## src/sv/srsc_pkg.sv

```systemverilog
// ---------------------------------------------------------------------------
// srsc_pkg
// Shared constants, types and helper functions of the serial relay switch
// controller.
// ---------------------------------------------------------------------------
package srsc_pkg;

  // Sizes
  localparam int SRSC_NUM_SWITCHES = 11;
  localparam int FRAME_BYTES       = 16;
  localparam int POS_W             = 4;
  localparam int LEVEL_BITS        = 11;
  localparam int NUM_W             = 7;   // switch numbers up to 99
  localparam int QUEUE_DEPTH       = 2;
  localparam int MSG_BYTES         = 4;

  localparam logic [POS_W-1:0] FRAME_LAST = 4'd15;

  // ASCII characters
  localparam logic [7:0] CH_PCT  = 8'h25;  // '%'
  localparam logic [7:0] CH_AT   = 8'h40;  // '@'
  localparam logic [7:0] CH_G    = 8'h47;  // 'G'
  localparam logic [7:0] CH_R    = 8'h52;  // 'R'
  localparam logic [7:0] CH_E    = 8'h45;  // 'E'
  localparam logic [7:0] CH_X    = 8'h58;  // 'X'
  localparam logic [7:0] CH_L    = 8'h4C;  // 'L'
  localparam logic [7:0] CH_S    = 8'h53;  // 'S'
  localparam logic [7:0] CH_ZERO = 8'h30;  // '0'
  localparam logic [7:0] CH_ONE  = 8'h31;  // '1'
  localparam logic [7:0] CH_NINE = 8'h39;  // '9'

  // Work handed from the front end to the transmit side
  typedef struct packed {
    logic                           has_msg;
    logic [MSG_BYTES-1:0][7:0]      text;
    logic [LEVEL_BITS-1:0]          relays;
  } srsc_desc_t;

  function automatic logic is_digit(input logic [7:0] c);
    return (c >= CH_ZERO) && (c <= CH_NINE);
  endfunction

  // Two ASCII digits of a number below 100, tens in the upper byte
  function automatic logic [15:0] dec_ascii(input logic [NUM_W-1:0] num);
    logic [3:0]       tens;
    logic [NUM_W-1:0] ones;
    tens = 4'd0;
    for (int k = 1; k <= 9; k++) begin
      if (num >= NUM_W'(k * 10)) tens = 4'(k);
    end
    ones = num - ({3'b000, tens} << 3) - ({3'b000, tens} << 1);
    return {CH_ZERO + {4'b0000, tens}, CH_ZERO + {4'b0000, ones[3:0]}};
  endfunction

endpackage

```

## src/sv/srsc_front.sv

```systemverilog
// ---------------------------------------------------------------------------
// srsc_front
// Accepts serial bytes and switch scans, keeps the frame, lock, relay and
// pending-change state, and queues one message descriptor per transaction.
// ---------------------------------------------------------------------------
module srsc_front import srsc_pkg::*; #(
  parameter int NUM_SWITCHES = SRSC_NUM_SWITCHES
) (
  input  logic                  clk_i,
  input  logic                  rst_ni,
  input  logic                  in_valid_i,
  output logic                  in_ready_o,
  input  logic                  opcode_i,
  input  logic [7:0]            rx_byte_i,
  input  logic [LEVEL_BITS-1:0] switch_levels_i,
  output logic                  desc_valid_o,
  input  logic                  desc_ready_i,
  output srsc_desc_t            desc_o
);

  localparam int EXT_W = (NUM_SWITCHES > LEVEL_BITS) ? NUM_SWITCHES : LEVEL_BITS;

  logic [POS_W-1:0]        pos_q, pos_d;
  logic [NUM_SWITCHES-1:0] lock_q, lock_d;
  logic [NUM_SWITCHES-1:0] relay_q, relay_d;
  logic [NUM_SWITCHES-1:0] mark_q, mark_d;
  logic [7:0]              frame_q [FRAME_BYTES];

  logic                    accept;
  logic [EXT_W-1:0]        lv_ext, rel_ext;
  logic [NUM_SWITCHES-1:0] lv, hit, first, num_hot;
  logic [NUM_W-1:0]        scan_idx, frame_num;
  logic [3:0]              hi_dig, lo_dig;
  logic [15:0]             idx_ascii;
  logic                    frame_ok;

  assign accept       = in_valid_i & desc_ready_i;
  assign in_ready_o   = desc_ready_i;
  assign desc_valid_o = accept;

  // Scan: lowest unlocked switch whose level equals its pending mark
  assign lv_ext = EXT_W'(switch_levels_i);
  assign lv     = lv_ext[NUM_SWITCHES-1:0];
  assign hit    = ~lock_q & ~(lv ^ mark_q);
  assign first  = hit & (~hit + 1'b1);

  always_comb begin
    scan_idx = '0;
    for (int i = 0; i < NUM_SWITCHES; i++) begin
      if (first[i]) scan_idx = scan_idx | NUM_W'(i + 1);
    end
  end

  assign idx_ascii = dec_ascii(scan_idx);

  // Frame: byte 0 is known to be '%' once the last byte arrives
  assign frame_ok = (frame_q[1] == CH_PCT) && (frame_q[14] == CH_AT) &&
                    (rx_byte_i == CH_AT);
  assign hi_dig   = frame_q[2][3:0] - CH_ZERO[3:0];
  assign lo_dig   = frame_q[3][3:0] - CH_ZERO[3:0];

  always_comb begin
    frame_num = '0;
    if (is_digit(frame_q[2])) begin
      if (is_digit(frame_q[3])) begin
        frame_num = ({3'b000, hi_dig} << 3) + ({3'b000, hi_dig} << 1) + {3'b000, lo_dig};
      end else begin
        frame_num = {3'b000, hi_dig};
      end
    end
  end

  always_comb begin
    for (int i = 0; i < NUM_SWITCHES; i++) begin
      num_hot[i] = (frame_num == NUM_W'(i + 1));
    end
  end

  // Next state and descriptor
  always_comb begin
    pos_d          = pos_q;
    lock_d         = lock_q;
    relay_d        = relay_q;
    mark_d         = mark_q;
    desc_o.has_msg = 1'b0;
    desc_o.text    = '0;
    if (opcode_i) begin
      if (|hit) begin
        mark_d         = (mark_q & ~first) | (~lv & first);
        relay_d        = (relay_q & ~first) | (lv & first);
        desc_o.has_msg = 1'b1;
        desc_o.text[0] = CH_R;
        desc_o.text[1] = (|(lv & first)) ? CH_ONE : CH_ZERO;
        desc_o.text[2] = idx_ascii[15:8];
        desc_o.text[3] = idx_ascii[7:0];
      end
    end else if ((pos_q == '0) && (rx_byte_i != CH_PCT)) begin
      pos_d          = '0;
      desc_o.has_msg = 1'b1;
      desc_o.text[0] = CH_E;
      desc_o.text[1] = CH_R;
      desc_o.text[2] = CH_R;
      desc_o.text[3] = CH_X;
    end else if (pos_q == FRAME_LAST) begin
      pos_d = '0;
      if (!frame_ok) begin
        desc_o.has_msg = 1'b1;
        desc_o.text[0] = CH_E;
        desc_o.text[1] = CH_R;
        desc_o.text[2] = CH_L;
        desc_o.text[3] = CH_S;
      end else begin
        lock_d  = (lock_q & ~num_hot) | (num_hot & {NUM_SWITCHES{frame_q[7] != CH_ZERO}});
        relay_d = (relay_q & ~num_hot) | (num_hot & {NUM_SWITCHES{frame_q[4][0]}});
        if (frame_q[8] == CH_ONE) begin
          desc_o.has_msg = 1'b1;
          desc_o.text[0] = CH_G;
          desc_o.text[1] = frame_q[4];
          desc_o.text[2] = frame_q[2];
          desc_o.text[3] = frame_q[3];
        end
      end
    end else begin
      pos_d = pos_q + 1'b1;
    end
    rel_ext       = EXT_W'(relay_d);
    desc_o.relays = rel_ext[LEVEL_BITS-1:0];
  end

  // Control state
  always_ff @(posedge clk_i or negedge rst_ni) begin
    if (!rst_ni) begin
      pos_q   <= '0;
      lock_q  <= '0;
      relay_q <= '0;
      mark_q  <= '1;
    end else if (accept) begin
      pos_q   <= pos_d;
      lock_q  <= lock_d;
      relay_q <= relay_d;
      mark_q  <= mark_d;
    end
  end

  // Frame bytes, written at the current position
  always_ff @(posedge clk_i) begin
    if (accept && !opcode_i) begin
      frame_q[pos_q] <= rx_byte_i;
    end
  end

endmodule

```

## src/sv/srsc_queue.sv

```systemverilog
// ---------------------------------------------------------------------------
// srsc_queue
// Small FIFO of message descriptors between the front end and the
// transmit side.
// ---------------------------------------------------------------------------
module srsc_queue import srsc_pkg::*; #(
  parameter int DEPTH = QUEUE_DEPTH
) (
  input  logic       clk_i,
  input  logic       rst_ni,
  input  logic       push_i,
  input  srsc_desc_t push_data_i,
  output logic       full_n_o,
  output logic       pop_valid_o,
  input  logic       pop_i,
  output srsc_desc_t pop_data_o
);

  localparam int PTR_W = (DEPTH > 1) ? $clog2(DEPTH) : 1;
  localparam int CNT_W = $clog2(DEPTH + 1);

  srsc_desc_t       mem_q [DEPTH];
  logic [PTR_W-1:0] wr_q, rd_q;
  logic [CNT_W-1:0] cnt_q;
  logic             do_pop;

  assign full_n_o    = (cnt_q != CNT_W'(DEPTH));
  assign pop_valid_o = (cnt_q != '0);
  assign pop_data_o  = mem_q[rd_q];
  assign do_pop      = pop_i & pop_valid_o;

  // Pointers and fill count
  always_ff @(posedge clk_i or negedge rst_ni) begin
    if (!rst_ni) begin
      wr_q  <= '0;
      rd_q  <= '0;
      cnt_q <= '0;
    end else begin
      if (push_i) begin
        wr_q <= (wr_q == PTR_W'(DEPTH - 1)) ? '0 : wr_q + 1'b1;
      end
      if (do_pop) begin
        rd_q <= (rd_q == PTR_W'(DEPTH - 1)) ? '0 : rd_q + 1'b1;
      end
      if (push_i && !do_pop) begin
        cnt_q <= cnt_q + 1'b1;
      end else if (!push_i && do_pop) begin
        cnt_q <= cnt_q - 1'b1;
      end
    end
  end

  // Storage
  always_ff @(posedge clk_i) begin
    if (push_i) begin
      mem_q[wr_q] <= push_data_i;
    end
  end

endmodule

```

## src/sv/srsc_back.sv

```systemverilog
// ---------------------------------------------------------------------------
// srsc_back
// Turns each descriptor into one idle result or four message bytes, one
// result per cycle unless the receiver stalls, through an output register.
// ---------------------------------------------------------------------------
module srsc_back import srsc_pkg::*; (
  input  logic                  clk_i,
  input  logic                  rst_ni,
  input  logic                  desc_valid_i,
  output logic                  desc_pop_o,
  input  srsc_desc_t            desc_i,
  output logic                  out_valid_o,
  input  logic                  out_ready_i,
  output logic                  tx_valid_o,
  output logic [7:0]            tx_byte_o,
  output logic                  last_o,
  output logic [LEVEL_BITS-1:0] relay_levels_o
);

  logic                  out_valid_q;
  logic                  tx_valid_q;
  logic [7:0]            tx_byte_q;
  logic                  last_q;
  logic [LEVEL_BITS-1:0] relays_q;
  logic [1:0]            cnt_q;
  logic                  load, emit, is_last;

  assign load       = !out_valid_q || out_ready_i;
  assign emit       = load && desc_valid_i;
  assign is_last    = !desc_i.has_msg || (cnt_q == 2'd3);
  assign desc_pop_o = emit && is_last;

  // Byte counter within a message
  always_ff @(posedge clk_i or negedge rst_ni) begin
    if (!rst_ni) begin
      cnt_q       <= '0;
      out_valid_q <= 1'b0;
    end else begin
      if (emit) begin
        cnt_q       <= is_last ? 2'd0 : cnt_q + 1'b1;
        out_valid_q <= 1'b1;
      end else if (load) begin
        out_valid_q <= 1'b0;
      end
    end
  end

  // Output payload
  always_ff @(posedge clk_i) begin
    if (emit) begin
      tx_valid_q <= desc_i.has_msg;
      tx_byte_q  <= desc_i.has_msg ? desc_i.text[cnt_q] : 8'h00;
      last_q     <= is_last;
      relays_q   <= desc_i.relays;
    end
  end

  assign out_valid_o    = out_valid_q;
  assign tx_valid_o     = tx_valid_q;
  assign tx_byte_o      = tx_byte_q;
  assign last_o         = last_q;
  assign relay_levels_o = relays_q;

endmodule

```

## src/sv/serial_relay_switch_controller.sv

```systemverilog
// ---------------------------------------------------------------------------
// serial_relay_switch_controller
// Relay controller driven by serial frames and wall-switch scans.
// ---------------------------------------------------------------------------
// Each input transaction is a received serial byte or a scan of the switch
// levels. The front end takes one transaction per cycle whenever its
// two-entry descriptor queue has room, updating frame, lock, relay and
// pending-change state in that same cycle. The transmit side emits one
// result per cycle while the receiver is ready: one idle result for a
// transaction without a message, four bytes (ERRX, ERLS, G ack or R
// report) otherwise. A result passes through the descriptor queue and
// then the single output register. relay_levels_o shows the relay drive
// after the transaction that caused the result.
// ---------------------------------------------------------------------------
module serial_relay_switch_controller import srsc_pkg::*; #(
  parameter int NUM_SWITCHES = SRSC_NUM_SWITCHES
) (
  input  logic                  clk_i,
  input  logic                  rst_ni,
  input  logic                  in_valid_i,
  output logic                  in_ready_o,
  input  logic                  opcode_i,
  input  logic [7:0]            rx_byte_i,
  input  logic [LEVEL_BITS-1:0] switch_levels_i,
  output logic                  out_valid_o,
  input  logic                  out_ready_i,
  output logic                  tx_valid_o,
  output logic [7:0]            tx_byte_o,
  output logic                  last_o,
  output logic [LEVEL_BITS-1:0] relay_levels_o
);

  logic       push, full_n, q_valid, q_pop;
  srsc_desc_t push_data, q_data;

  srsc_front #(
    .NUM_SWITCHES(NUM_SWITCHES)
  ) u_front (
    .clk_i,
    .rst_ni,
    .in_valid_i,
    .in_ready_o,
    .opcode_i,
    .rx_byte_i,
    .switch_levels_i,
    .desc_valid_o (push),
    .desc_ready_i (full_n),
    .desc_o       (push_data)
  );

  srsc_queue #(
    .DEPTH(QUEUE_DEPTH)
  ) u_queue (
    .clk_i,
    .rst_ni,
    .push_i      (push),
    .push_data_i (push_data),
    .full_n_o    (full_n),
    .pop_valid_o (q_valid),
    .pop_i       (q_pop),
    .pop_data_o  (q_data)
  );

  srsc_back u_back (
    .clk_i,
    .rst_ni,
    .desc_valid_i (q_valid),
    .desc_pop_o   (q_pop),
    .desc_i       (q_data),
    .out_valid_o,
    .out_ready_i,
    .tx_valid_o,
    .tx_byte_o,
    .last_o,
    .relay_levels_o
  );

endmodule

```

## config.mk

```make
export PLATFORM = sky130hd
export DESIGN_NAME = serial_relay_switch_controller
export DESIGN_NICKNAME = d
export VERILOG_FILES = /design/src/sv/srsc_pkg.sv /design/src/sv/srsc_front.sv /design/src/sv/srsc_queue.sv /design/src/sv/srsc_back.sv /design/src/sv/serial_relay_switch_controller.sv
export SDC_FILE = /design/constraint.sdc
export NUM_CORES = 1
export LEC_CHECK = 0
export BUFFER_PORTS_ARGS = -buffer_cell sky130_fd_sc_hd__buf_2
export CORE_MARGIN = 3
export CORE_UTILIZATION = 55
export CTS_BUF_LIST = sky130_fd_sc_hd__clkbuf_8
export CTS_CLUSTER_DIAMETER = 120
export CTS_CLUSTER_SIZE = 25
export DETAILED_ROUTE_END_ITERATION = 8
export GPL_TIMING_DRIVEN = 0
export PLACE_DENSITY = 0.82
export SETUP_SLACK_MARGIN = 0.5
export SKIP_CTS_REPAIR_TIMING = 1
export SLEW_MARGIN = 0
export SYNTH_ARGS = -nofsm -noshare
export SYNTH_HDL_FRONTEND = slang
export SYNTH_SLANG_ARGS = --single-unit
```

## constraint.sdc

```tcl
create_clock -name clk_i -period 4.44 [get_ports clk_i]
set_input_delay 0.666 -clock clk_i [delete_from_list [all_inputs] [get_ports clk_i]]
set_output_delay 0.666 -clock clk_i [all_outputs]
set_load 0.02 [all_outputs]
```

== Yosys cells after proc, flatten, opt, wreduce, memory -nomap -nowiden ==
Memories as Yosys holds them, arrays and structs flattened.
Index checks and enable logic that the tools add are counted.

* Register bits: 65
* Memory bits (writable): 216
* Input port bits: 24
* Output and inout bits: 23
* Logic and storage cells: 162
* Memories kept: 2

* $add $sub $neg: 13
* $lt $le $gt $ge: 14
* Equality and inequality tests: 20
* Muxes and demuxes: 49
* Bitwise gates (word level): 25
* Reduce and logical (&&, ||, !) cells: 26

{| class="wikitable"
|+ Memory list
! memory !! depth !! bits a word !! rd ports !! clocked after memory_dff !! write ports !! line !! source
|-
| u_front.frame_q || 16 || 8 || 7 || 0 || 1 || srsc_front.sv:27 || <nowiki>logic [7:0] frame_q [FRAME_BYTES];</nowiki>
|-
| u_queue.mem_q || 2 || 44 || 1 || 0 || 1 || srsc_queue.sv:22 || <nowiki>srsc_desc_t mem_q [DEPTH];</nowiki>
|}

{| class="wikitable"
|+ Operator list
! kind !! number
|-
| two-way mux 33 bit || 6
|-
| bitwise AND 11 bit || 10
|-
| NOT 11 bit || 6
|-
| two-way mux 4 bit || 14
|-
| two-way mux 11 bit || 5
|-
| bitwise OR 11 bit || 4
|-
| == test 7 x 3 -> 1 bit (second input constant) || 4
|-
| == test 7 x 4 -> 1 bit (second input constant) || 4
|-
| OR reduction 11 bit || 2
|-
| >= comparator 7 x 6 -> 1 bit (second input constant) || 3
|-
| >= comparator 7 bit (second input constant) || 3
|-
| binary-select mux 8 bit (select 2 bit) || 1
|-
| == test 8 x 6 -> 1 bit (second input constant) || 2
|-
| == test 8 x 7 -> 1 bit (second input constant) || 2
|-
| >= comparator 8 x 6 -> 1 bit (second input constant) || 2
|-
| <= comparator 8 x 6 -> 1 bit (second input constant) || 2
|-
| inequality test 8 x 6 -> 1 bit (second input constant) || 2
|-
| adder 6 x 4 -> 7 bit (first input constant) || 2
|-
| == test 7 x 2 -> 1 bit (second input constant) || 2
|-
| >= comparator 7 x 5 -> 1 bit (second input constant) || 2
|-
| two-way mux 7 bit || 2
|-
| two-way mux 3 bit || 4
|-
| adder 11 x 1 -> 11 bit (second input constant) || 1
|-
| two-way mux 1 bit || 11
|-
| other kinds (26) || 51
|}

== Logic depth before layout (Yosys ltp) ==
Gate-level depths: netlist (run 1).

* Depth in word-level cells: 32
* Depth in mapped cells: 12
* Mapped depth without buffers: 11

== Hierarchy ==
From an unflattened synthesis (run 1), not the netlist that was laid out.

* Cells, all modules: 736
* Area total of the unflattened synthesis: 9,943.3 um2

{| class="wikitable"
|+ By module, submodules not included
! module !! instances !! cells an instance !! area an instance (um2) !! sequential area each (um2)
|-
| srsc_front || 1 || 518 || 5,337.6 || 2,621.3
|-
| srsc_queue || 1 || 153 || 3,564.7 || 2,742.6
|-
| srsc_back || 1 || 65 || 1,041.0 || 705.7
|}

== Worst setup path after synthesis (run 1) ==
OpenSTA, ideal clock, no wires.

* Kind: register -> register
* Start: register u_queue.cnt_q[0]
* End: memory u_queue.mem_q[0][0] (netlist bit), enable pin
* Setup time: 0.435 ns
* Arrival time: 2.875 ns
* Data required time: 4.005 ns
* Slack: 1.129 ns
* Stages on the path, launching flop included: 6
* Path buffers: 2
* Period minus slack after synthesis: 3.311 ns
* Cell sequence: dfrtp_1 -> nand2b_1 -> nand2_1 -> clkbuf_1 -> buf_1 -> nor2_1

* Word-level cells in the longest chain between the ends: 4

{| class="wikitable"
|+ Ends and longest elaborated chain
! element !! line !! source
|-
| start: declaration || srsc_queue.sv:24 || <nowiki>logic [CNT_W-1:0] cnt_q;</nowiki>
|-
| start signal: assignment || srsc_queue.sv:46 || <nowiki>cnt_q <= cnt_q + 1'b1;</nowiki>
|-
| start signal: assignment || srsc_queue.sv:48 || <nowiki>cnt_q <= cnt_q - 1'b1;</nowiki>
|-
| inequality test 2 bit || srsc_queue.sv:27 || <nowiki>assign full_n_o = (cnt_q != CNT_W'(DEPTH));</nowiki>
|-
| via in_ready_o || serial_relay_switch_controller.sv:21 || <nowiki>output logic in_ready_o,</nowiki>
|-
| bitwise AND 1 bit || srsc_front.sv:37 || <nowiki>assign accept = in_valid_i & desc_ready_i;</nowiki>
|-
| two-way mux 1 bit || srsc_queue.sv:55 || <nowiki>if (push_i) begin</nowiki>
|-
| two-way mux 1 bit (implied by the code) || srsc_queue.sv:56 || <nowiki>mem_q[wr_q] <= push_data_i;</nowiki>
|-
| end: declaration || srsc_queue.sv:22 ||
|}

The timed path passes the listed nets, and every way through them passes these cells.

==> results of run 1 <==
-- path summary, 6_finish.rpt --
path,startpoint,endpoint,slack (ps),depth (start not counted)
setup reg to reg,u_front.frame_q[2][0],u_queue.mem_q[1][9],670,10
hold reg to reg,flip-flop,flip-flop,480,2
hold / removal,switch_levels_i[5],flip-flop,370,2
max in group asynchronous,rst_ni,async pin,3410,1
setup / recovery,u_front.frame_q[2][0],u_queue.mem_q[1][9],670,10
min in group asynchronous,rst_ni,u_front.relay_q[3],380,1
-- logic make-up after synthesis --
family,synth area share [%]
simple gates,13.0
flops,62.4
compound gates,11.0
buf+inv,2.50
mux,7.02
xor+xnor,1.80
fa+ha+maj,2.33
-- report_power, final --
group / internal (mW) / total, mW / leakage (nW) / switching, mW
sequential: 2.53 / 2.70 / 1.93 / 0.161
combinational: 0.620 / 1.66 / 1.49 / 1.04
clock: 0.511 / 1.16 / 0.195 / 0.648
-- Yosys cell counts (all sizes together) (3+ instances only) --
| master | number | area share, % |
|---|---|---|
| edfxtp | 155 | 50 |
| nand2 | 61 | 2.5 |
| nor2 | 44 | 1.8 |
| o21ai | 43 | 2.3 |
| dfrtp | 33 | 8.9 |
| inv | 27 | 1.1 |
| mux2 | 27 | 3.3 |
| clkbuf | 26 | 1.1 |
| nor3 | 24 | 1.3 |
| a21oi | 21 | 1.1 |
| nand3 | 15 | 0.87 |
| ha | 14 | 1.9 |
| a31oi | 12 | 0.81 |
| and2 | 12 | 0.81 |
| mux2i | 12 | 1.3 |
| or3 | 12 | 0.81 |
| dfstp | 11 | 3.1 |
| nor4 | 11 | 0.88 |
| o211ai | 11 | 0.89 |
| mux4 | 10 | 2.4 |
| or2 | 10 | 0.68 |
| xor2 | 10 | 0.95 |
| o31ai | 9 | 0.88 |
| xnor2 | 9 | 0.85 |
| a22oi | 8 | 0.65 |
| nor2b | 7 | 0.47 |
| o21a | 7 | 0.57 |
| a21o | 6 | 0.49 |
| and3 | 6 | 0.41 |
| buf | 6 | 0.31 |
| nand2b | 5 | 0.34 |
| nand4 | 5 | 0.34 |
| o22ai | 5 | 0.34 |
| a21boi | 4 | 0.32 |
| nor4b | 4 | 0.38 |
| o311ai | 4 | 0.38 |
| a211oi | 3 | 0.24 |
| nor3b | 3 | 0.24 |
| o41ai | 3 | 0.28 |
-- worst max-delay path, delay by kind of cell, from the launching register on --
kind / cells / cell delay, ps
buffers and inverters: 1 / 80
adder cells (fa/ha/maj): 2 / 1050
flip-flops: 1 / 540
AO/OA/AOI/OAI: 6 / 1730
AND/OR/NAND/NOR: 1 / 130
-- area by class of cell --
cell class | count | area share, %
plain buffers | 32 | 1.24
clock buffers | 17 | 2.30
clock inverters | 15 | 1.71
inverters | 28 | 1.03
multi-input cells | 468 | 32.1
flip-flops and latches | 199 | 56.7
well taps | 216 | 2.65
repair buffers | 45 | 2.36
-- routing by layer --
metal  track usage (%)  share of wire, %
met1              33.0                43
met2              37.5                48
met3              5.35               7.4
met4              7.50               1.4
met5                 0                 0
-- through the flow --
| stage | cell area [µm²] | setup WS [ps] | hold WS, ps |
|---|---|---|---|
| finish | 10200 | 670 | 367 |
| global route | 10200 | 506 | 350 |
| CTS | 10200 | 495 | 340 |
| detailed placement | 9770 | 491 | 470 |
| global placement | 9740 | 182 | 464 |
| floorplan | 9250 | 1130 | 370 |
==> metrics.txt, run 1 <==
status=completed; placed cells=988; RePlAce Congestion=0.963; clock-pin transition on the worst setup and hold timing paths=100 ps; most frequent cells in the layout=edfxtp_1 (155), nand2_1 (61), buf_2 (46); multi-input logic area=3260 µm²; PwrDens=542 nW/µm²; CTS tree=yes; startpoint types=flip-flop; antenna violations before repair=0; Antenna Cells=0; Post-Syn Instances=727; Placeable Area=16200 µm²; Syn Area/Cell=12.7 µm²; vias in the first global route=6157; Layout Cells excl Fill=1020; Die Footprint=18400 µm²; register area=5770 µm²; syn_nets=767; first-pass GRT wire length=33400 µm; layout cell share with drive strength beyond 1=18.2%; largest net degree at the start of global routing=45; RSZ-0062 raised after global routing=false; Routed Antenna Nets=0; Crit path largest cell delay=590 ps; Tot Pwr=5.52 mW; Die Width=136 µm; Fill cells=1205; Seq/Total Area, Yosys=62.4%; Post-synth EDFFs=155; Final min period=3770 ps; Pleak=3.61 nW; ys async rst share=22.1%; Fmax=265 MHz; post-route clock skew=13.3 ps; final wirelength=20600 µm; clock buffer count from CTS=17; total of max-cap violations=0; I/O Buffers=44; most common cell after layout, fill and taps aside=edfxtp_1; Critical Path RT=4670 ps; number of setup violations in the final report=0; YS warnings=0; CTS root buf=clkbuf_8; Synth Flop Type=edfxtp_1; crit path DAT=4000 ps; area grow syn2layout=10.1%; # IOs=47; Clock Latency Late Sink=470 ps; fin nets=831; Yosys cell types=73; max-slew violation count=0; FF+latch count, synth=199; Initial Utilization=57.2%; CP max stage cell=fa_1; dpl hpwl=14700 µm; fin crit share=84.9%; crit-path cells=fa_1, inv_1, fa_1, nor2b_1, o21a_1, o21ai_0, a211o_1, o21ai_0, a31oi_1, a21boi_0; clk sinks=199; Slew headroom=29.2%; Slew @ Worst Pin=1060 ps; worst min path class=primary input to flip-flop; Worst IR Drop VDD=0.000303 V; Post-Syn Area=9250 µm²; Die Span Y=136 µm; CP endpoint kind=flip-flop; Crit Path Class=flip-flop to flip-flop; global route total overflow=0; site row count=46; drt via density=6.12; number of remaining DRC errors=0; routed len/inst=20.2 µm; vias=6243; DR pass1 iterations=7; H-tree depth=4; gr usage total=23.7%; Hold Violations, Final=0; buffer depth of the longest clock path=2; setup_tns=0 ps; critical path peak fanout=7; 1st-iter DRT viols=598; Final Core Density=63.0%
(Power assumes the default switching activity.)
==> run 2: changes to the inputs <==
==> constraint.sdc (replaced) <==
create_clock -name clk_i -period 3.6 [get_ports clk_i]
set_input_delay 0.54 -clock clk_i [delete_from_list [all_inputs] [get_ports clk_i]]
set_output_delay 0.54 -clock clk_i [all_outputs]
set_load 0.02 [all_outputs]
==> run 2 against run 1 <==
- final area increased by 5.4%
- utilization increased by 3.4 points
- clock power increased by 17%
- critical endpoint is now u_queue.mem_q[0][1]
- cell count increased by 2.4%
- via count increased by 3.2%
==> metrics.txt, run 2 (same netlist as run 1, synthesis figures left out) <==
number of remaining DRC errors=0 (unchanged); drt via density=6.17 (was 6.12); total of max-cap violations=0 (unchanged); site row count=46 (unchanged); CP max stage cell=or4b_4 (was fa_1); gr usage total=22.9% (was 23.7%); final wirelength=20600 µm (about the same); worst min path class=primary input to flip-flop (unchanged); CTS tree=yes (unchanged); 1st-iter DRT viols=699 (was 598); Setup WS pre-CTS=-166 ps (was 491 ps); global route total overflow=0 (unchanged); H-tree depth=4 (unchanged); Hold Violations, Final=0 (unchanged); vias in the first global route=6090 (was 6157); CTS root buf=clkbuf_8 (unchanged); final setup margin=223 ps (was 670 ps); post-route clock skew=19.6 ps (was 13.3 ps); Die Width=136 µm (unchanged); layout cell share with drive strength beyond 1=26.2% (was 18.2%); DR pass1 iterations=6 (was 7); Routed Antenna Nets=0 (unchanged); vias=6441 (was 6243); number of setup violations in the final report=0 (unchanged); CP endpoint kind=flip-flop (unchanged); dpl hpwl=14600 µm (was 14700 µm); setup_tns=0 ps (unchanged); Clock Latency Late Sink=480 ps (was 470 ps); Critical Path RT=3920 ps (was 4670 ps); Hold Slack=228 ps (was 367 ps); critical path peak fanout=6 (was 7); Worst IR Drop VDD=0.000351 V (was 0.000303 V); Final min period=3380 ps (was 3770 ps); area grow syn2layout=16.0% (was 10.1%); I/O Buffers=44 (unchanged); Fmax=296 MHz (was 265 MHz); Slew headroom=27.0% (was 29.2%); Die Span Y=136 µm (unchanged); PwrDens=641 nW/µm² (was 542 nW/µm²); Fill cells=1134 (was 1205); most common cell after layout, fill and taps aside=edfxtp_1 (unchanged); buffer depth of the longest clock path=2 (unchanged); routed len/inst=19.8 µm (was 20.2 µm); Initial Utilization=57.2% (unchanged); RSZ-0062 raised after global routing=true (was false); crit path DAT=3690 ps (was 4000 ps); Tot Pwr=6.88 mW (was 5.52 mW); Crit path max-delay family=simple AND/OR/NAND/NOR gates (was compound AO/OA/AOI/OAI gates); post-place instance area=9820 µm² (was 9770 µm²); Crit path largest cell delay=520 ps (was 590 ps); first-pass GRT wire length=32300 µm (was 33400 µm); fin crit share=93.8% (was 84.9%); Antenna Cells=0 (unchanged); CP bufs+invs=1 (unchanged); # IOs=47 (unchanged); crit-path cells=buf_4, ha_1, ha_4, nor2b_1, o21a_1, or3_4, a211o_1, o21a_4, or4b_4, a31oi_4 (was fa_1, inv_1, fa_1, nor2b_1, o21a_1, o21ai_0, a211o_1, o21ai_0, a31oi_1, a21boi_0); clock buffer count from CTS=17 (unchanged); status=completed (unchanged); most frequent cells in the layout=edfxtp_1 (155), nand2_1 (61), buf_2 (46) (unchanged); Die Footprint=18400 µm² (unchanged); Placeable Area=16200 µm² (unchanged); Slew @ Worst Pin=1100 ps (was 1060 ps); clk sinks=199 (unchanged); startpoint types=flip-flop (unchanged); largest net degree at the start of global routing=45 (unchanged); Crit Path Class=flip-flop to flip-flop (unchanged); fin area=10700 µm² (was 10200 µm²); fin nets=855 (was 831); antenna violations before repair=0 (unchanged); RePlAce Congestion=0.945 (was 0.963); clock-pin transition on the worst setup and hold timing paths=100 ps (about the same); Pleak=3.85 nW (was 3.61 nW); max-slew violation count=0 (unchanged)
-- run 2: cell types whose count changed in the layout (fill, tap and decap cells not counted), sizes merged --
cell / delta
buf: +26
bufinv: -1
clkbuf: -2
clkinv: +1
clkinvlp: -2
inv: +2
-- run 2: layout make-up --
class / count / area (µm²) / share of cell area (%)
flip-flops and latches: 199 / 5770 / 53.7
clock inverters: 15 / 150 / 1.40
repair buffers: 69 / 462 / 4.30
inverters: 28 / 105 / 0.979
clock buffers: 17 / 234 / 2.18
plain buffers: 32 / 158 / 1.47
multi-input cells: 468 / 3590 / 33.4
well taps: 216 / 270 / 2.52
-- run 2: power breakdown --
part           leakage [nW]  total (mW)  internal (mW)  switching, mW
sequential             1.93        3.33           3.13          0.205
combinational          1.73        2.18          0.854           1.33
clock                 0.195        1.36          0.564          0.798
total                  3.85        6.88           4.54           2.33
-- run 2: stage by stage --
| step | util, % | instances |
|---|---|---|
| after global placement | 60.5 | 987 |
| after detailed placement | 60.7 | 988 |
| after CTS | 63.1 | 1020 |
| after floorplan | - | 727 |
| final | 66.4 | 1044 |
| after global routing | 66.4 | 1044 |
-- run 2: layer usage --
metal | wire length, µm | vias up | track usage (%)
met4 | 476 | 0 | 8.34
li1 | - | 2941 | -
met3 | 1600 | 39 | 4.75
met2 | 9820 | 310 | 36.0
met1 | 8740 | 3151 | 32.1
met5 | 0 | - | 0
-- run 2: worst reg2reg max path, stage by stage (launching register included) --
cell,delay (ps)
edfxtp_1,460
buf_4,200
ha_1,330
ha_4,260
nor2b_1,120
o21a_1,180
or3_4,350
a211o_1,360
o21a_4,250
or4b_4,520
a31oi_4,190
-- run 2: final timing paths --
path	startpoint	endpoint	slack, ps	depth (start not counted)
min	switch_levels_i[5]	flip-flop	230	2
max reg2reg	u_front.frame_q[2][1]	u_queue.mem_q[0][1]	220	10
min reg2reg	flip-flop	flip-flop	490	2
max	u_front.frame_q[2][1]	u_queue.mem_q[0][1]	220	10
min in group asynchronous	rst_ni	u_front.relay_q[1]	260	1
max in group asynchronous	rst_ni	async pin	2660	1
==> run 3: changes to the inputs <==
--- a/config.mk
+++ b/config.mk
@@ -7,13 +7,13 @@
 export LEC_CHECK = 0
 export BUFFER_PORTS_ARGS = -buffer_cell sky130_fd_sc_hd__buf_2
 export CORE_MARGIN = 3
-export CORE_UTILIZATION = 55
+export CORE_UTILIZATION = 42
 export CTS_BUF_LIST = sky130_fd_sc_hd__clkbuf_8
 export CTS_CLUSTER_DIAMETER = 120
 export CTS_CLUSTER_SIZE = 25
 export DETAILED_ROUTE_END_ITERATION = 8
 export GPL_TIMING_DRIVEN = 0
-export PLACE_DENSITY = 0.82
+export PLACE_DENSITY = 0.67
 export SETUP_SLACK_MARGIN = 0.5
 export SKIP_CTS_REPAIR_TIMING = 1
 export SLEW_MARGIN = 0
==> run 3 against run 2 <==
- clock-buffer cell count rose by 2
- critical path depth stayed put
- sequential power about the same
- sequential cell count stayed put
- utilization fell by 15 points
- fmax increased by 1.9%
==> metrics.txt, run 3 (same netlist as run 1, synthesis figures left out) <==
gr usage total=16.9% (was 22.9%); CP bufs+invs=1 (unchanged); CP endpoint kind=flip-flop (unchanged); number of setup violations in the final report=0 (unchanged); vias in the first global route=5818 (was 6090); crit-path cells=fa_2, inv_2, fa_2, nor2b_1, o21a_1, or3_4, a211o_4, o21a_4, or4b_4, a31oi_4 (was buf_4, ha_1, ha_4, nor2b_1, o21a_1, or3_4, a211o_1, o21a_4, or4b_4, a31oi_4); Layout Cells excl Fill=1106 (was 1044); Crit path max-delay family=compound AO/OA/AOI/OAI gates (was simple AND/OR/NAND/NOR gates); setup_tns=0 ps (unchanged); H-tree depth=4 (unchanged); Worst IR Drop VDD=0.000302 V (was 0.000351 V); area grow syn2layout=17.9% (was 16.0%); antenna violations before repair=1 (was 0); number of remaining DRC errors=0 (unchanged); final wirelength=20600 µm (about the same); Slew headroom=26.8% (was 27.0%); startpoint types=flip-flop (unchanged); placed cells=1048 (was 988); fin nets=857 (was 855); Final Core Density=51.1% (was 66.4%); CTS tree=yes (unchanged); max-slew violation count=0 (unchanged); Die Span Y=154 µm (was 136 µm); Pleak=3.89 nW (was 3.85 nW); Fmax=302 MHz (was 296 MHz); critical path peak fanout=4 (was 6); DR pass1 iterations=5 (was 6); Initial Utilization=43.3% (was 57.2%); clock buffer count from CTS=17 (unchanged); clk sinks=199 (unchanged); RePlAce Congestion=0.960 (was 0.945); post-route clock skew=27.1 ps (was 19.6 ps); Critical Path RT=3910 ps (was 3920 ps); buffer depth of the longest clock path=2 (unchanged); 1st-iter DRT viols=495 (was 699); Crit Path Class=flip-flop to flip-flop (unchanged); crit path DAT=3630 ps (was 3690 ps); PwrDens=628 nW/µm² (was 641 nW/µm²); # IOs=47 (unchanged); layout cell share with drive strength beyond 1=27.5% (was 26.2%); total of max-cap violations=0 (unchanged); CTS root buf=clkbuf_8 (unchanged); first-pass GRT wire length=31700 µm (was 32300 µm); Hold Violations, Final=0 (unchanged); fin crit share=92.0% (was 93.8%); Slew @ Worst Pin=1100 ps (about the same); vias=6231 (was 6441); worst min path class=primary input to flip-flop (unchanged); dpl hpwl=14100 µm (was 14600 µm); site row count=53 (was 46); Clock Latency Late Sink=470 ps (was 480 ps); Tot Pwr=6.85 mW (was 6.88 mW); Placeable Area=21400 µm² (was 16200 µm²); Die Width=154 µm (was 136 µm); most frequent cells in the layout=edfxtp_1 (155), nand2_1 (61), buf_2 (46) (unchanged); CP max stage cell=or4b_4 (unchanged); largest net degree at the start of global routing=45 (unchanged); routed len/inst=18.6 µm (was 19.8 µm); Fill cells=1846 (was 1134); Final min period=3310 ps (was 3380 ps); drt via density=5.63 (was 6.17); R2R setup slack=290 ps (was 220 ps); Routed Antenna Nets=0 (unchanged); RSZ-0062 raised after global routing=true (unchanged); clock-pin transition on the worst setup and hold timing paths=120 ps (was 100 ps); most common cell after layout, fill and taps aside=edfxtp_1 (unchanged); Die Footprint=23800 µm² (was 18400 µm²); Crit path largest cell delay=550 ps (was 520 ps); Crit path top cell by count=fa_2; I/O Buffers=44 (unchanged); global route total overflow=0 (unchanged); status=completed (unchanged)
-- run 3: area by class of cell --
type	count	area, µm²	share of cell area, %
repair buffers	71	487	4.46
clock inverters	13	118	1.08
flip-flops and latches	199	5770	52.9
multi-input cells	468	3660	33.6
inverters	28	105	0.964
well taps	275	344	3.16
plain buffers	32	159	1.46
diodes	1	2.50	0.0229
clock buffers	19	262	2.40
-- run 3: metal layers --
layer	vias up	routed length, µm	GRT usage, %
met5	-	0	0
met1	3040	9340	24.0
li1	2936	-	-
met2	220	9730	26.5
met3	35	1130	2.88
met4	0	387	5.63
-- run 3: worst paths after layout --
| kind | from | end | cells after the start |
|---|---|---|---|
| max | u_front.frame_q[2][2] | u_queue.mem_q[0][1] | 10 |
| min | switch_levels_i[5] | flip-flop | 2 |
| max reg2reg | u_front.frame_q[2][2] | u_queue.mem_q[0][1] | 10 |
| min reg2reg | flip-flop | flip-flop | 2 |
| max in group asynchronous | rst_ni | u_front.pos_q[1] | 1 |
| min in group asynchronous | rst_ni | u_front.relay_q[3] | 1 |
-- run 3: stage by stage --
stage          area (µm²)  setup slack [ps]  hold slack (ps)
2_1_floorplan        9300               499              244
3_3_place_gp         9860              28.2              463
3_5_place_dp         9910              6.05              475
4_1_cts             10300              15.0              215
5_1_grt             10900               180              225
6_report            10900               287              228
-- run 3: report_power, final --
| part | switching, mW | internal, mW |
|---|---|---|
| registers | 0.190 | 3.12 |
| logic | 1.33 | 0.860 |
| clock network | 0.809 | 0.536 |
-- run 3: worst register-to-register path: stages, from the launching register on --
cell and delay (ps):
edfxtp_1 450, fa_2 510, inv_2 70, fa_2 200, nor2b_1 50, o21a_1 190
or3_4 360, a211o_4 370, o21a_4 230, or4b_4 550, a31oi_4 200
